[config.mk]
export PLATFORM = sky130hd
export DESIGN_NAME = dusk_candle_flicker_controller_top_flat
export DESIGN_NICKNAME = d
export VERILOG_FILES = /design/src/hdl/dcfc_pkg.sv /design/src/hdl/dcfc_ifs.sv /design/src/hdl/dcfc_flicker.sv /design/src/hdl/dcfc_core.sv /design/src/hdl/dusk_candle_flicker_controller_top.sv /design/src/flat_wrapper.sv
export SDC_FILE = /design/constraint.sdc
export NUM_CORES = 1
export LEC_CHECK = 0
export ABC_AREA = 1
export ABC_CLOCK_PERIOD_IN_PS = 9890
export BUFFER_PORTS_ARGS = -buffer_cell sky130_fd_sc_hd__buf_2
export CORE_MARGIN = 1
export CORE_UTILIZATION = 60
export CTS_BUF_LIST = sky130_fd_sc_hd__clkbuf_8
export CTS_CLUSTER_SIZE = 30
export DETAILED_ROUTE_END_ITERATION = 8
export PLACE_DENSITY = 0.8
export SYNTH_ARGS = -nofsm -noshare
export SYNTH_HDL_FRONTEND = slang
export SYNTH_SLANG_ARGS = --single-unit
export TNS_END_PERCENT = 100
[constraint.sdc]
create_clock -name clk -period 9.89 [get_ports clk]
set_clock_uncertainty 0.15 [all_clocks]
set_input_delay 0.989 -clock clk [delete_from_list [all_inputs] [get_ports clk]]
set_output_delay 0.989 -clock clk [all_outputs]
set_load 0.02 [all_outputs]
[src/hdl/dcfc_pkg.sv]
// Shared types, constants and helper functions of the dusk candle flicker controller.
package dcfc_pkg;

  // Request kinds.
  localparam logic REQ_SAMPLE = 1'b0;
  localparam logic REQ_TICK   = 1'b1;

  // Configuration register indexes.
  localparam logic [1:0] REG_NIGHT_LEVEL   = 2'd0;
  localparam logic [1:0] REG_DAY_LEVEL     = 2'd1;
  localparam logic [1:0] REG_TRIGGER_COUNT = 2'd2;
  localparam logic [1:0] REG_BURN_MINUTES  = 2'd3;

  // Reset values of the configuration registers.
  localparam logic [7:0] NIGHT_LEVEL_RST   = 8'd30;
  localparam logic [7:0] DAY_LEVEL_RST     = 8'd4;
  localparam logic [7:0] TRIGGER_COUNT_RST = 8'd5;
  localparam logic [7:0] BURN_MINUTES_RST  = 8'd180;

  // Random generator and duty constants.
  localparam logic [15:0] LCG_ADD      = 16'd13849;
  localparam logic [15:0] LCG_SEED     = 16'h3333;
  localparam logic [6:0]  DUTY_MID     = 7'd50;
  localparam logic [6:0]  DUTY_MIN     = 7'd22;
  localparam logic [6:0]  DUTY_MAX     = 7'd78;
  localparam logic [2:0]  STRENGTH_RST = 3'd4;
  localparam logic [2:0]  AMP_TOP      = 3'd7;

  // Mode codes as they appear on the result channel.
  localparam logic [1:0] MODE_CODE_NIGHT  = 2'd0;
  localparam logic [1:0] MODE_CODE_DAY    = 2'd1;
  localparam logic [1:0] MODE_CODE_CANDLE = 2'd2;

  // Operating mode, one-hot.
  typedef enum logic [2:0] {
    MODE_NIGHT  = 3'b001,
    MODE_DAY    = 3'b010,
    MODE_CANDLE = 3'b100
  } mode_t;

  typedef struct packed {
    logic [7:0] night_level;
    logic [7:0] day_level;
    logic [7:0] trigger_count;
    logic [7:0] burn_minutes;
  } dcfc_cfg_t;

  typedef struct packed {
    logic [1:0] mode_now;
    logic       pwm_on;
    logic [6:0] duty;
    logic       stepped;
  } dcfc_res_t;

  // Flicker state going into one flicker step.
  typedef struct packed {
    logic [15:0] lfsr;
    logic [7:0]  step_count;
    logic [7:0]  minutes_left;
    logic [2:0]  strength;
    logic        sign_neg;
  } dcfc_flk_in_t;

  // Flicker state after one flicker step.
  typedef struct packed {
    logic [15:0] lfsr;
    logic [7:0]  step_count;
    logic [7:0]  minutes_left;
    logic [2:0]  strength;
    logic        sign_neg;
    logic [6:0]  duty;
    logic [7:0]  hold_ticks;
    logic        burn_done;
  } dcfc_flk_out_t;

  // Map a mode to its result code.
  function automatic logic [1:0] mode_code(input mode_t m);
    logic [1:0] c;
    case (m)
      MODE_NIGHT:  c = MODE_CODE_NIGHT;
      MODE_DAY:    c = MODE_CODE_DAY;
      MODE_CANDLE: c = MODE_CODE_CANDLE;
      default:     c = MODE_CODE_DAY;
    endcase
    return c;
  endfunction

  // Next generator value: x * 2053 + 13849, with 2053 = 2048 + 4 + 1.
  function automatic logic [15:0] lcg_next(input logic [15:0] x);
    return (x << 11) + (x << 2) + x + LCG_ADD;
  endfunction

  // Flicker amplitude strength * k by shift and add; at most 4 * 7.
  function automatic logic [4:0] amp_of(input logic [2:0] s, input logic [2:0] k);
    logic [4:0] a;
    a = 5'd0;
    if (k[0]) a = a + {2'b00, s};
    if (k[1]) a = a + {1'b0, s, 1'b0};
    if (k[2]) a = a + {s, 2'b00};
    return a;
  endfunction

  // Hold time for a random value r: (r * r >> 1) + r + 2.
  function automatic logic [7:0] hold_of(input logic [2:0] r);
    logic [7:0] h;
    case (r)
      3'd0:    h = 8'd2;
      3'd1:    h = 8'd3;
      3'd2:    h = 8'd6;
      3'd3:    h = 8'd9;
      3'd4:    h = 8'd14;
      3'd5:    h = 8'd19;
      3'd6:    h = 8'd26;
      3'd7:    h = 8'd33;
      default: h = 8'd2;
    endcase
    return h;
  endfunction

endpackage

[src/hdl/dcfc_ifs.sv]
// Request and result channel interfaces of the dusk candle flicker controller.
interface dcfc_req_if;
  logic       valid;
  logic       ready;
  logic       req_type;
  logic [7:0] darkness;

  modport source (output valid, output req_type, output darkness, input ready);
  modport sink (input valid, input req_type, input darkness, output ready);
endinterface

interface dcfc_res_if;
  logic       valid;
  logic       ready;
  logic [1:0] mode_now;
  logic       pwm_on;
  logic [6:0] duty;
  logic       stepped;

  modport source (output valid, output mode_now, output pwm_on, output duty,
                  output stepped, input ready);
  modport sink (input valid, input mode_now, input pwm_on, input duty,
                input stepped, output ready);
endinterface

[src/hdl/dcfc_flicker.sv]
// One flicker step: generator advance, minute count, duty and hold time.
module dcfc_flicker import dcfc_pkg::*; (
  input  dcfc_flk_in_t  flk_in,
  output dcfc_flk_out_t flk_out
);

  logic [15:0] lfsr_new;
  logic [7:0]  step_new;
  logic        wrap;
  logic [2:0]  strength_new;
  logic [2:0]  r;
  logic [4:0]  amp;
  logic        sign_new;

  // Advance the generator and the step counter.
  assign lfsr_new = lcg_next(flk_in.lfsr);
  assign step_new = flk_in.step_count + 8'd1;
  assign wrap     = (step_new == 8'd0);

  // A new minute picks a new strength from 1 to 4.
  assign strength_new = wrap ? ({1'b0, lfsr_new[15:14]} + 3'd1) : flk_in.strength;

  // Duty swings around the midpoint with alternating sign.
  assign r        = lfsr_new[15:13];
  assign sign_new = ~flk_in.sign_neg;
  assign amp      = amp_of(strength_new, AMP_TOP - r);

  always_comb begin
    flk_out.lfsr         = lfsr_new;
    flk_out.step_count   = step_new;
    flk_out.minutes_left = wrap ? (flk_in.minutes_left - 8'd1) : flk_in.minutes_left;
    flk_out.strength     = strength_new;
    flk_out.sign_neg     = sign_new;
    flk_out.duty         = sign_new ? (DUTY_MID - {2'b00, amp}) : (DUTY_MID + {2'b00, amp});
    flk_out.hold_ticks   = hold_of(r);
    flk_out.burn_done    = (flk_out.minutes_left == 8'd0);
  end

endmodule

[src/hdl/dcfc_core.sv]
// Controller state registers and the per-request next-state logic.
module dcfc_core import dcfc_pkg::*; (
  input  logic       clk,
  input  logic       rst,
  input  logic       fire,
  input  logic       req_type,
  input  logic [7:0] darkness,
  input  dcfc_cfg_t  cfg,
  output dcfc_res_t  res_next
);

  mode_t       mode, mode_next;
  logic [7:0]  agree_count, agree_count_next;
  logic [15:0] lfsr_value, lfsr_value_next;
  logic [7:0]  minutes_left, minutes_left_next;
  logic [2:0]  strength, strength_next;
  logic        sign_neg, sign_neg_next;
  logic [7:0]  step_count, step_count_next;
  logic [7:0]  hold_ticks, hold_ticks_next;
  logic [6:0]  duty_reg, duty_reg_next;

  logic          is_tick;
  logic          agree;
  logic [7:0]    count_upd;
  logic          trig_hit;
  logic          enter_candle;
  logic [7:0]    hold_dec;
  logic          do_step;
  dcfc_flk_in_t  flk_in;
  dcfc_flk_out_t flk_out;

  // Light sample evaluation against the awaited condition.
  assign is_tick   = (req_type == REQ_TICK);
  assign agree     = (mode == MODE_DAY) ? (darkness > cfg.night_level)
                                        : (darkness <= cfg.day_level);
  assign count_upd = agree ? (agree_count + 8'd1)
                           : ((agree_count != 8'd0) ? (agree_count - 8'd1) : 8'd0);
  assign trig_hit  = (count_upd >= cfg.trigger_count);
  assign enter_candle = (mode == MODE_DAY) && !is_tick && trig_hit;
  assign hold_dec  = (hold_ticks != 8'd0) ? (hold_ticks - 8'd1) : 8'd0;

  // A step on entry starts from a fresh burn.
  always_comb begin
    if (enter_candle) begin
      flk_in.lfsr         = lfsr_value;
      flk_in.step_count   = 8'd0;
      flk_in.minutes_left = cfg.burn_minutes;
      flk_in.strength     = STRENGTH_RST;
      flk_in.sign_neg     = 1'b0;
    end else begin
      flk_in.lfsr         = lfsr_value;
      flk_in.step_count   = step_count;
      flk_in.minutes_left = minutes_left;
      flk_in.strength     = strength;
      flk_in.sign_neg     = sign_neg;
    end
  end

  dcfc_flicker u_flicker (
    .flk_in  (flk_in),
    .flk_out (flk_out)
  );

  // Next state for the request in the input register.
  always_comb begin
    mode_next         = mode;
    agree_count_next  = agree_count;
    lfsr_value_next   = lfsr_value;
    minutes_left_next = minutes_left;
    strength_next     = strength;
    sign_neg_next     = sign_neg;
    step_count_next   = step_count;
    hold_ticks_next   = hold_ticks;
    duty_reg_next     = duty_reg;
    do_step           = 1'b0;
    case (mode)
      MODE_CANDLE: begin
        if (is_tick) begin
          hold_ticks_next = hold_dec;
          do_step         = (hold_dec == 8'd0);
        end
      end
      MODE_NIGHT, MODE_DAY: begin
        if (!is_tick) begin
          agree_count_next = count_upd;
          if (trig_hit) begin
            agree_count_next = 8'd0;
            if (mode == MODE_NIGHT) begin
              mode_next = MODE_DAY;
            end else begin
              mode_next         = MODE_CANDLE;
              minutes_left_next = cfg.burn_minutes;
              strength_next     = STRENGTH_RST;
              sign_neg_next     = 1'b0;
              step_count_next   = 8'd0;
              if (cfg.burn_minutes == 8'd0) begin
                mode_next = MODE_NIGHT;
              end else begin
                do_step = (hold_ticks == 8'd0);
              end
            end
          end
        end
      end
      default: begin
        mode_next = mode;
      end
    endcase
    // Apply a flicker step; the last step of a burn drops back to night.
    if (do_step) begin
      lfsr_value_next   = flk_out.lfsr;
      step_count_next   = flk_out.step_count;
      minutes_left_next = flk_out.minutes_left;
      strength_next     = flk_out.strength;
      sign_neg_next     = flk_out.sign_neg;
      duty_reg_next     = flk_out.duty;
      hold_ticks_next   = flk_out.hold_ticks;
      if (flk_out.burn_done) begin
        mode_next        = MODE_NIGHT;
        agree_count_next = 8'd0;
      end
    end
  end

  // Result of the request, taken from the state after it.
  always_comb begin
    res_next.mode_now = mode_code(mode_next);
    res_next.pwm_on   = (mode_next == MODE_CANDLE);
    res_next.duty     = duty_reg_next;
    res_next.stepped  = do_step;
  end

  // State registers advance once per request.
  always_ff @(posedge clk) begin
    if (rst) begin
      mode         <= MODE_DAY;
      agree_count  <= 8'd0;
      lfsr_value   <= LCG_SEED;
      minutes_left <= 8'd0;
      strength     <= STRENGTH_RST;
      sign_neg     <= 1'b0;
      step_count   <= 8'd0;
      hold_ticks   <= 8'd0;
      duty_reg     <= 7'd0;
    end else if (fire) begin
      mode         <= mode_next;
      agree_count  <= agree_count_next;
      lfsr_value   <= lfsr_value_next;
      minutes_left <= minutes_left_next;
      strength     <= strength_next;
      sign_neg     <= sign_neg_next;
      step_count   <= step_count_next;
      hold_ticks   <= hold_ticks_next;
      duty_reg     <= duty_reg_next;
    end
  end

endmodule

[src/hdl/dusk_candle_flicker_controller_top.sv]
// Top level of the dusk candle flicker controller.
//
//   channel | direction | fields
//   --------+-----------+---------------------------------------
//   req     | in        | req_type, darkness
//   res     | out       | mode_now, pwm_on, duty, stepped
//   wr_*    | in        | wr_index, wr_data (write only)
//
// A request waits in the input register; its result is loaded into the result register when
// the result side is free to advance, and the result register then offers it on res.
// The state loop closes through the core state registers alone, so one request is accepted
// per cycle when the result side keeps up.
// Reset is synchronous and returns the configuration registers, valid flags and core state to their defaults.
// A stalled result holds the result register; the input register still takes a request
// when it is empty, then the request side stalls until the result moves on.
module dusk_candle_flicker_controller_top import dcfc_pkg::*; (
  input  logic       clk,
  input  logic       rst,
  dcfc_req_if.sink   req,
  dcfc_res_if.source res,
  input  logic       wr_en,
  input  logic [1:0] wr_index,
  input  logic [7:0] wr_data
);

  dcfc_cfg_t  cfg;
  logic       in_valid;
  logic       in_req_type;
  logic [7:0] in_darkness;
  logic       out_valid;
  dcfc_res_t  out_res;
  dcfc_res_t  res_next;
  logic       advance;
  logic       fire;

  // Configuration registers.
  always_ff @(posedge clk) begin
    if (rst) begin
      cfg.night_level   <= NIGHT_LEVEL_RST;
      cfg.day_level     <= DAY_LEVEL_RST;
      cfg.trigger_count <= TRIGGER_COUNT_RST;
      cfg.burn_minutes  <= BURN_MINUTES_RST;
    end else if (wr_en) begin
      case (wr_index)
        REG_NIGHT_LEVEL:   cfg.night_level   <= wr_data;
        REG_DAY_LEVEL:     cfg.day_level     <= wr_data;
        REG_TRIGGER_COUNT: cfg.trigger_count <= wr_data;
        REG_BURN_MINUTES:  cfg.burn_minutes  <= wr_data;
        default:           cfg.burn_minutes  <= cfg.burn_minutes;
      endcase
    end
  end

  // Flow control between input register and result register.
  assign advance   = !out_valid || res.ready;
  assign fire      = in_valid && advance;
  assign req.ready = !in_valid || advance;

  // Input register.
  always_ff @(posedge clk) begin
    if (rst) begin
      in_valid <= 1'b0;
    end else if (req.ready) begin
      in_valid <= req.valid;
    end
  end

  always_ff @(posedge clk) begin
    if (req.valid && req.ready) begin
      in_req_type <= req.req_type;
      in_darkness <= req.darkness;
    end
  end

  dcfc_core u_core (
    .clk      (clk),
    .rst      (rst),
    .fire     (fire),
    .req_type (in_req_type),
    .darkness (in_darkness),
    .cfg      (cfg),
    .res_next (res_next)
  );

  // Result register.
  always_ff @(posedge clk) begin
    if (rst) begin
      out_valid <= 1'b0;
    end else if (advance) begin
      out_valid <= in_valid;
    end
  end

  always_ff @(posedge clk) begin
    if (fire) begin
      out_res <= res_next;
    end
  end

  assign res.valid    = out_valid;
  assign res.mode_now = out_res.mode_now;
  assign res.pwm_on   = out_res.pwm_on;
  assign res.duty     = out_res.duty;
  assign res.stepped  = out_res.stepped;

  // The PWM runs exactly while the candle burns.
  a_pwm_mode: assert property (@(posedge clk) disable iff (rst)
    res.valid |-> (res.pwm_on == (res.mode_now == MODE_CODE_CANDLE)))
    else $error("pwm_on disagrees with mode_now");

  // A flicker step always lands in the 22 to 78 duty window.
  a_step_duty: assert property (@(posedge clk) disable iff (rst)
    res.valid && res.stepped |-> (res.duty >= DUTY_MIN) && (res.duty <= DUTY_MAX))
    else $error("flicker duty out of range");

  // A step leaves the block burning or back in night mode, never in day mode.
  a_step_mode: assert property (@(posedge clk) disable iff (rst)
    res.valid && res.stepped |-> (res.mode_now != MODE_CODE_DAY))
    else $error("flicker step reported in day mode");

endmodule

[src/flat_wrapper.sv]
// flat-port wrapper written by rule: the top's interface ports become plain ports
module dusk_candle_flicker_controller_top_flat import dcfc_pkg::*;
  (clk, rst, wr_en, wr_index, wr_data, req_valid, req_req_type, req_darkness, req_ready, res_valid, res_mode_now, res_pwm_on, res_duty, res_stepped, res_ready);
  dcfc_req_if req_i ();
  dcfc_res_if res_i ();
  input  logic clk;
  input  logic rst;
  input  logic wr_en;
  input  logic [1:0] wr_index;
  input  logic [7:0] wr_data;
  input wire logic [$bits(req_i.valid)-1:0] req_valid;
  input wire logic [$bits(req_i.req_type)-1:0] req_req_type;
  input wire logic [$bits(req_i.darkness)-1:0] req_darkness;
  output wire logic [$bits(req_i.ready)-1:0] req_ready;
  output wire logic [$bits(res_i.valid)-1:0] res_valid;
  output wire logic [$bits(res_i.mode_now)-1:0] res_mode_now;
  output wire logic [$bits(res_i.pwm_on)-1:0] res_pwm_on;
  output wire logic [$bits(res_i.duty)-1:0] res_duty;
  output wire logic [$bits(res_i.stepped)-1:0] res_stepped;
  input wire logic [$bits(res_i.ready)-1:0] res_ready;
  assign req_i.valid = req_valid;
  assign req_i.req_type = req_req_type;
  assign req_i.darkness = req_darkness;
  assign req_ready = req_i.ready;
  assign res_valid = res_i.valid;
  assign res_mode_now = res_i.mode_now;
  assign res_pwm_on = res_i.pwm_on;
  assign res_duty = res_i.duty;
  assign res_stepped = res_i.stepped;
  assign res_i.ready = res_ready;
  dusk_candle_flicker_controller_top u_core (.clk(clk), .rst(rst), .req(req_i), .res(res_i), .wr_en(wr_en), .wr_index(wr_index), .wr_data(wr_data));
endmodule
# Word level (Yosys, flattened, before mapping)
# Memory sizes are Yosys's and may differ from the RTL's.
# Index checks and enable logic that the tools add are counted.
# op_classes
bitwise,1
n_eq_ne,10
n_reduce_logical,29
magnitude_cmp,3
muxes,54
addsub,14
# ops
operator,n
2-to-1 mux 8 bit,22
2-to-1 mux 3 bit,14
logical NOT 8 bit,5
adder 16 bit,2
"subtractor 8 x 1 -> 8 bit, second input constant",3
2-to-1 mux 20 bit,1
"adder 16 x 14 -> 16 bit, second input constant",1
"adder 8 x 1 -> 8 bit, second input constant",2
nonzero test 8 bit,2
2-to-1 mux 7 bit,2
2-to-1 mux 1 bit,11
2-to-1 mux 5 bit,2
AND reduction 2 bit,5
greater-or-equal comparator 8 bit,1
greater-than comparator 8 bit,1
<= comparator 8 bit,1
nonzero test 2 bit,4
"adder 6 x 5 -> 7 bit, first input constant",1
"subtractor 6 x 5 -> 7 bit, first input constant",1
"== test 3 x 1 -> 1 bit, second input constant",2
"== test 3 bit, second input constant",2
adder 3 x 4 -> 5 bit,1
adder 5 bit,1
AND reduction 5 bit,1
other kinds (15),23
# totals
inputBits,24
rom_bits,48
mem_count,1
register_bits,116
elab_cells,133
# memory_table
name,depth,word_bits,read_ports,rd_clocked_by_memory_dff,write_ports,line_no,text
(name not given),8,6,1,0,0,dcfc_pkg.sv:106,case (r)

# Logic depth before layout (Yosys ltp)
# Gate-level depths: netlist of the first run.
# logic_depth
word_depth,17
mapped_depth,55
mapped_depth_nobuf,52

# By module
# From an unflattened synthesis of the first run, not the netlist that was laid out.
# hier_totals
cells_unflattened,1283
hier_area_um2,8554.5
# modules_own_cells
module,instances,cells_each,seq_area_each_um2,area_each_um2
dcfc_core,1,670,1241.2,4207.8
dcfc_flicker,1,391,0.0,2376.0
dusk_candle_flicker_controller_top,1,222,1281.2,1970.6

# Least setup slack after synthesis of the first run
# No wires, ideal clock.
# synth_path
path_kind,reg-to-reg
start,reg u_core.in_darkness[3]
end,"reg u_core.out_res, in the netlist u_core.res.duty[4] (data pin)"
n_path_buf,3
path_stages_with_launch,48
arrival_ns,6.498
setup_slack_ns,2.986
period_less_slack_ns,6.904
cell_sequence,edfxtp_1 ha_1 nand2_1 o21ai_0 a21oi_1 nand3b_1 a32o_1 nand2_1 nand2_1 inv_1 o31ai_1 o21ai_0 ha_1 a21oi_1 nor2_1 nor2_1 nand2_2 nand2_2 [... 12 more ...] nand2_1 inv_1 ha_1 inv_1 fa_1 nand2_1 nand2_1 inv_1 ha_1 inv_1 fa_1 or2_2 nand2_1 nand3_2 nand2_1 nand3_1 nand2_1 o21ai_2
# synth_lines
element,line_no,text
start: declaration,dusk_candle_flicker_controller_top.sv:29,logic [7:0] in_darkness;
start signal: assignment,dusk_candle_flicker_controller_top.sv:71,in_darkness <= req.darkness;
end signal: assignment,dusk_candle_flicker_controller_top.sv:96,out_res <= res_next;
end: declaration,dusk_candle_flicker_controller_top.sv:31,dcfc_res_t out_res;

==> results of run 1 <==
==> cells by family after synthesis <==
group,after synthesis,share of synthesized area [%]
compound gates,244,17.7
xor+xnor,30,3.44
fa+ha+maj,82,14.0
buf+inv,180,9.39
flops,115,32.7
mux,3,0.393
simple gates,390,22.4
==> layout make-up <==
type	instances	area, µm²	area share, %
Tap cell	168	210	2.53
Clock buffer	18	248	2.98
Sequential cell	115	2490	30.0
Multi-Input combinational cell	749	4420	53.3
Clock inverter	14	164	1.97
Inverter	149	559	6.73
Timing Repair Buffer	40	210	2.53
==> cell usage after synthesis (8+ instances only) <==
library cell and instances:
nand2_1 229, inv_1 141, a21oi_1 116, dfxtp_1 96
ha_1 76, o21ai_0 74, nor2_1 58, nand3_1 38
clkbuf_1 20, edfxtp_1 19, nor3_1 15, o211ai_1 15
xnor2_1 15, xor2_1 15, nand4_1 12, o21ai_1 8
==> worst min-delay path: cells and delay by family, from the launching register on <==
kind | cells | cell delay, ps
AO/OA/AOI/OAI | 1 | 60
buffers and inverters | 1 | 60
flip-flops | 1 | 300
==> layer usage <==
layer	part of all wire [%]	wire length (µm)
met1	45	7650
met2	48	8190
met3	4.6	786
met4	2.1	352
met5	0	0
==> worst paths after layout <==
check	startpoint	endpoint	depth (start not counted)
setup / recovery	u_core.in_darkness[3]	u_core.res.duty[5]	45
hold / removal	u_core.cfg[11]	u_core.cfg[11]	2
setup reg to reg	u_core.in_darkness[3]	u_core.res.duty[5]	45
hold reg to reg	u_core.cfg[11]	u_core.cfg[11]	2
==> power by group <==
part	total [mW]	internal, mW	switching, mW
sequential	0.505	0.495	0.0101
clock	0.456	0.255	0.202
combinational	0.327	0.111	0.215
==> results_dict.tcl, run 1 <==
set metrics [dict create \
    post_cts_resized 0 \
    drt_iter0_drc 422 \
    area_growth_pct 8.83 \
    cp_slowest_cell "fa_1" \
    ios 37 \
    hpwl_um 12600 \
    final_cells 1253 \
    dieArea_um2 13200 \
    ctsHoldBuffers 0 \
    path_max_fanout 29 \
    setup_slack_ps 2080 \
    utilization_pct 68.0 \
    final_common_cell "nand2_1" \
    report.final.slew_viol_count 0 \
    crit_buf_inv 6 \
    largest_registers "u_core.cfg (32), u_core.u_core.lfsr_value (16)" \
    r2r_setup_slack_ps 2080 \
    hold_violations 0 \
    gp_congestion 0.931 \
    largest_reg_flops 32 \
    cts.htree.levels 4 \
    vdd_drop_max_mv 0.106 \
    clkTransAtPathRegs_ps 80 \
    drtAntennaViolNets 0 \
    whs_ps 312 \
    place_area_um2 7900 \
    synthCells 1044 \
    slew_headroom_pct 46.2 \
    grt_pass1_wl_um 28400 \
    wl_per_cell_um 13.6 \
    die_w_um 115 \
    grt_pass1_vias 6278 \
    async_flop_share_pct 0 \
    synth.area.top_cells "dfxtp_1 25%, ha_1 12%, nand2_1 11%, a21oi_1 7.6%, edfxtp_1 7.5%" \
    busiest_layer "met2" \
    cts.sinks 115 \
    rsz0062_at_grt "false" \
    hp-class "flip-flop to flip-flop" \
    track_usage_pct 27.3 \
    num_vias 6840 \
    critPathTopFamily "simple AND/OR/NAND/NOR gates" \
    dp.cells 1221 \
    synth.distinct_cells 48 \
    die_h_um 115 \
    grt_use_met3_pct 5.48 \
    synth_ff_type "dfxtp_1" \
    met1_usage_pct 33.8 \
    design_area_um2 8310 \
    fill_cells 1090 \
    ctsLongestPathBuffers 2 \
    firstDrtPassIters 5 \
    p_per_area_nw_per_um2 155 \
    status "completed" \
    syn_area_per_cell_um2 7.31 \
    initial_utilization_pct 62.5 \
    slowest_delay_ps 470 \
    period_needed_ps 7810 \
    via_per_inst 5.46 \
    synth.largest_area_cell "dfxtp_1" \
    min_period_over_period_pct 79.0 \
    yosysWarnings 0 \
    final.setup.tns_ps 0 \
    cp_common_cell "nand2_1" \
    largest_register "u_core.cfg" \
    clock.fmax_mhz 128 \
    post-place-ws_ps 2190 \
    total_power_mw 1.29 \
    synth_seq_cells 115 \
    p_leak_nw 3.80 \
    antenna_found_initial 0 \
    finalNetCount 1178 \
    finalSetupViolCount 0 \
    clock_latency_ps 450 \
    synth_nets 1150 \
    cp.arrival_ps 7840 \
    num_rows 40 \
    root_buffer "clkbuf_8" \
    numCtsBuffers 17 \
    drc 0 \
    cts_setup_buffers 0 \
    synth_edf_count 19 \
    io_buffers 36 \
    final_layout_size_suffix_gt1_share_pct 9.95 \
    final_cell_mix "229 x nand2_1, 144 x inv_1, 116 x a21oi_1" \
    cp-end-kind "flip-flop" \
    ys_seq_area_share_pct 32.7 \
    cp.required_ps 9920 \
    core-area_um2 12200 \
    grt_max_degree 43 \
    diodes 0 \
    start_kind "flip-flop" \
    syn_area_um2 7630 \
    synth_top_cell_area_share_pct 25.2 \
    routed_wl_um 17000 \
    cts_tree "built" \
    use_met2_pct 47.3 \
    worst_pin_slew_ps 806 \
    critical_path_class "flip-flop to flip-flop" \
    grt-ovfl-total 0 \
    maxCapViolCount 0 \
]
Power figures use the tool's default switching activity.
==> inputs of run 2 (changes only) <==
ABC_CLOCK_PERIOD_IN_PS = 8050   (was 9890)
clock period = 8.05 ns   (was 9.89 ns; I/O delays follow)
==> results_dict.tcl, run 2 (same netlist as run 1, synthesis figures left out) <==
set metrics [dict create \
    num_rows 40 \
    cts_tree "built" \
    routed_wl_um 16900 \
    design_area_um2 8330 \
    cts.htree.levels 4 \
    final_common_cell "nand2_1" \
    track_usage_pct 27.8 \
    r2r-end "u_core.res.duty[4]" \
    root_buffer "clkbuf_8" \
    hold_start "u_core.cfg[21]" \
    clock.fmax_mhz 139 \
    critical_path_class "flip-flop to flip-flop" \
    numCtsBuffers 17 \
    ctsHoldBuffers 0 \
    p_leak_nw 3.81 \
    drc 0 \
    initial_utilization_pct 62.5 \
    slew_headroom_pct 48.4 \
    total_power_mw 1.54 \
    rsz0062_at_grt "false" \
    period_needed_ps 7180 \
    final_cell_mix "229 x nand2_1, 140 x inv_1, 116 x a21oi_1" \
    largest_reg_flops 32 \
    finalSetupViolCount 0 \
    antenna_found_initial 0 \
    final.setup.tns_ps 0 \
    slowest_delay_ps 470 \
    cts.sinks 115 \
    wl_per_cell_um 13.4 \
    final_layout_size_suffix_gt1_share_pct 10.8 \
    dieArea_um2 13200 \
    cp-end-kind "flip-flop" \
    cp.required_ps 8110 \
    cp_slowest_cell "fa_1" \
    hold_violations 0 \
    vdd_drop_max_mv 0.160 \
    path_max_fanout 19 \
    num_vias 6821 \
    finalNetCount 1181 \
    cp.arrival_ps 7230 \
    die_h_um 115 \
    area_growth_pct 9.06 \
    maxCapViolCount 0 \
    r2r_setup_slack_ps 870 \
    worst_pin_slew_ps 772 \
    cp-endpoint "u_core.res.duty[4]" \
    setup_slack_ps 872 \
    drt_iter0_drc 522 \
    core-area_um2 12200 \
    hpwl_um 12300 \
    via_per_inst 5.43 \
    ios 37 \
    grt_max_degree 43 \
    start_kind "flip-flop" \
    status "completed" \
    diodes 0 \
    gp_congestion 0.991 \
    clkTransAtPathRegs_ps 80 \
    startpoint "u_core.in_darkness[3]" \
    grt_pass1_wl_um 28700 \
    p_per_area_nw_per_um2 185 \
    drtAntennaViolNets 0 \
    io_buffers 36 \
    grt-ovfl-total 0 \
    firstDrtPassIters 5 \
    place_area_um2 7900 \
    post-place-ws_ps 517 \
    reg2reg_depth 48 \
    reg2reg_from "u_core.in_darkness[3]" \
    clock_latency_ps 460 \
    cp_common_cell "nand2_1" \
    utilization_pct 68.2 \
    report.final.slew_viol_count 0 \
    hp-class "flip-flop to flip-flop" \
    largest_register "u_core.cfg" \
    largest_registers "u_core.cfg (32), u_core.u_core.lfsr_value (16)" \
    die_w_um 115 \
    grt_pass1_vias 6395 \
    ctsLongestPathBuffers 2 \
    min_period_over_period_pct 89.2 \
]
==> run 2: cell types whose count changed in the layout (fill, tap and decap cells not counted), moves of 2 or more <==
cell,change
clkinvlp_4,-2
inv_1,-4
clkinv_2,+2
inv_6,+2
buf_4,+2
clkinv_4,+3
bufinv_16,-2
==> run 2: worst min path at each step <==
| stage | slack, ps | to | depth (start not counted) |
|---|---|---|---|
| 2_1_floorplan | 290 | u_core.cfg[11] | 2 |
| 3_3_place_gp | 300 | u_core.cfg[21] | 2 |
| 3_5_place_dp | 300 | u_core.cfg[21] | 2 |
| 4_1_cts | 310 | u_core.u_core.duty_reg[0] | 2 |
| 5_1_grt | 340 | u_core.u_core.step_count[6] | 2 |
| 6_report | 310 | u_core.cfg[21] | 2 |
==> run 2: power by group <==
part,leakage (nW),switching (mW),internal [mW]
logic,2.66,0.262,0.138
registers,0.962,0.0126,0.608
clock network,0.193,0.258,0.264
total,3.81,0.533,1.01
==> run 2: worst max-delay path, delay by kind of cell (launching register included) <==
kind / cells / cell delay (ps)
compound gates: 7 / 940
fa+ha+maj: 7 / 1950
buf+inv: 7 / 620
flops: 1 / 400
mux: 1 / 230
simple gates: 26 / 2630
==> run 2: final cells by class <==
type,count,area (µm²)
clock buffers,19,262
clock inverters,13,125
fillers,1104,3890
inverters,149,559
multi-input cells,749,4440
flip-flops and latches,115,2490
well taps,168,210
repair buffers,43,236
==> run 2: stage by stage <==
step | cells | hold slack, ps
floorplan | 1044 | 285
global placement | 1222 | 299
detailed placement | 1222 | 304
CTS | 1254 | 313
global route | 1256 | 339
finish | 1256 | 311
==> run 2: metal layers <==
| layer | share of wire (%) | routed length [µm] | global-route usage, % | vias up |
|---|---|---|---|---|
| met5 | 0 | 0 | 0 | - |
| met2 | 48 | 8120 | 47.6 | 135 |
| met4 | 2.2 | 371 | 10.0 | 0 |
| li1 | - | - | - | 3535 |
| met1 | 45 | 7660 | 34.7 | 3119 |
| met3 | 4.2 | 708 | 5.69 | 32 |
==> run 2: repair_timing <==
item	in CTS	in global routing
hold endpoints to repair	0	0
gates resized for setup	0	6
setup endpoints to repair	0	8
setup buffers	0	2
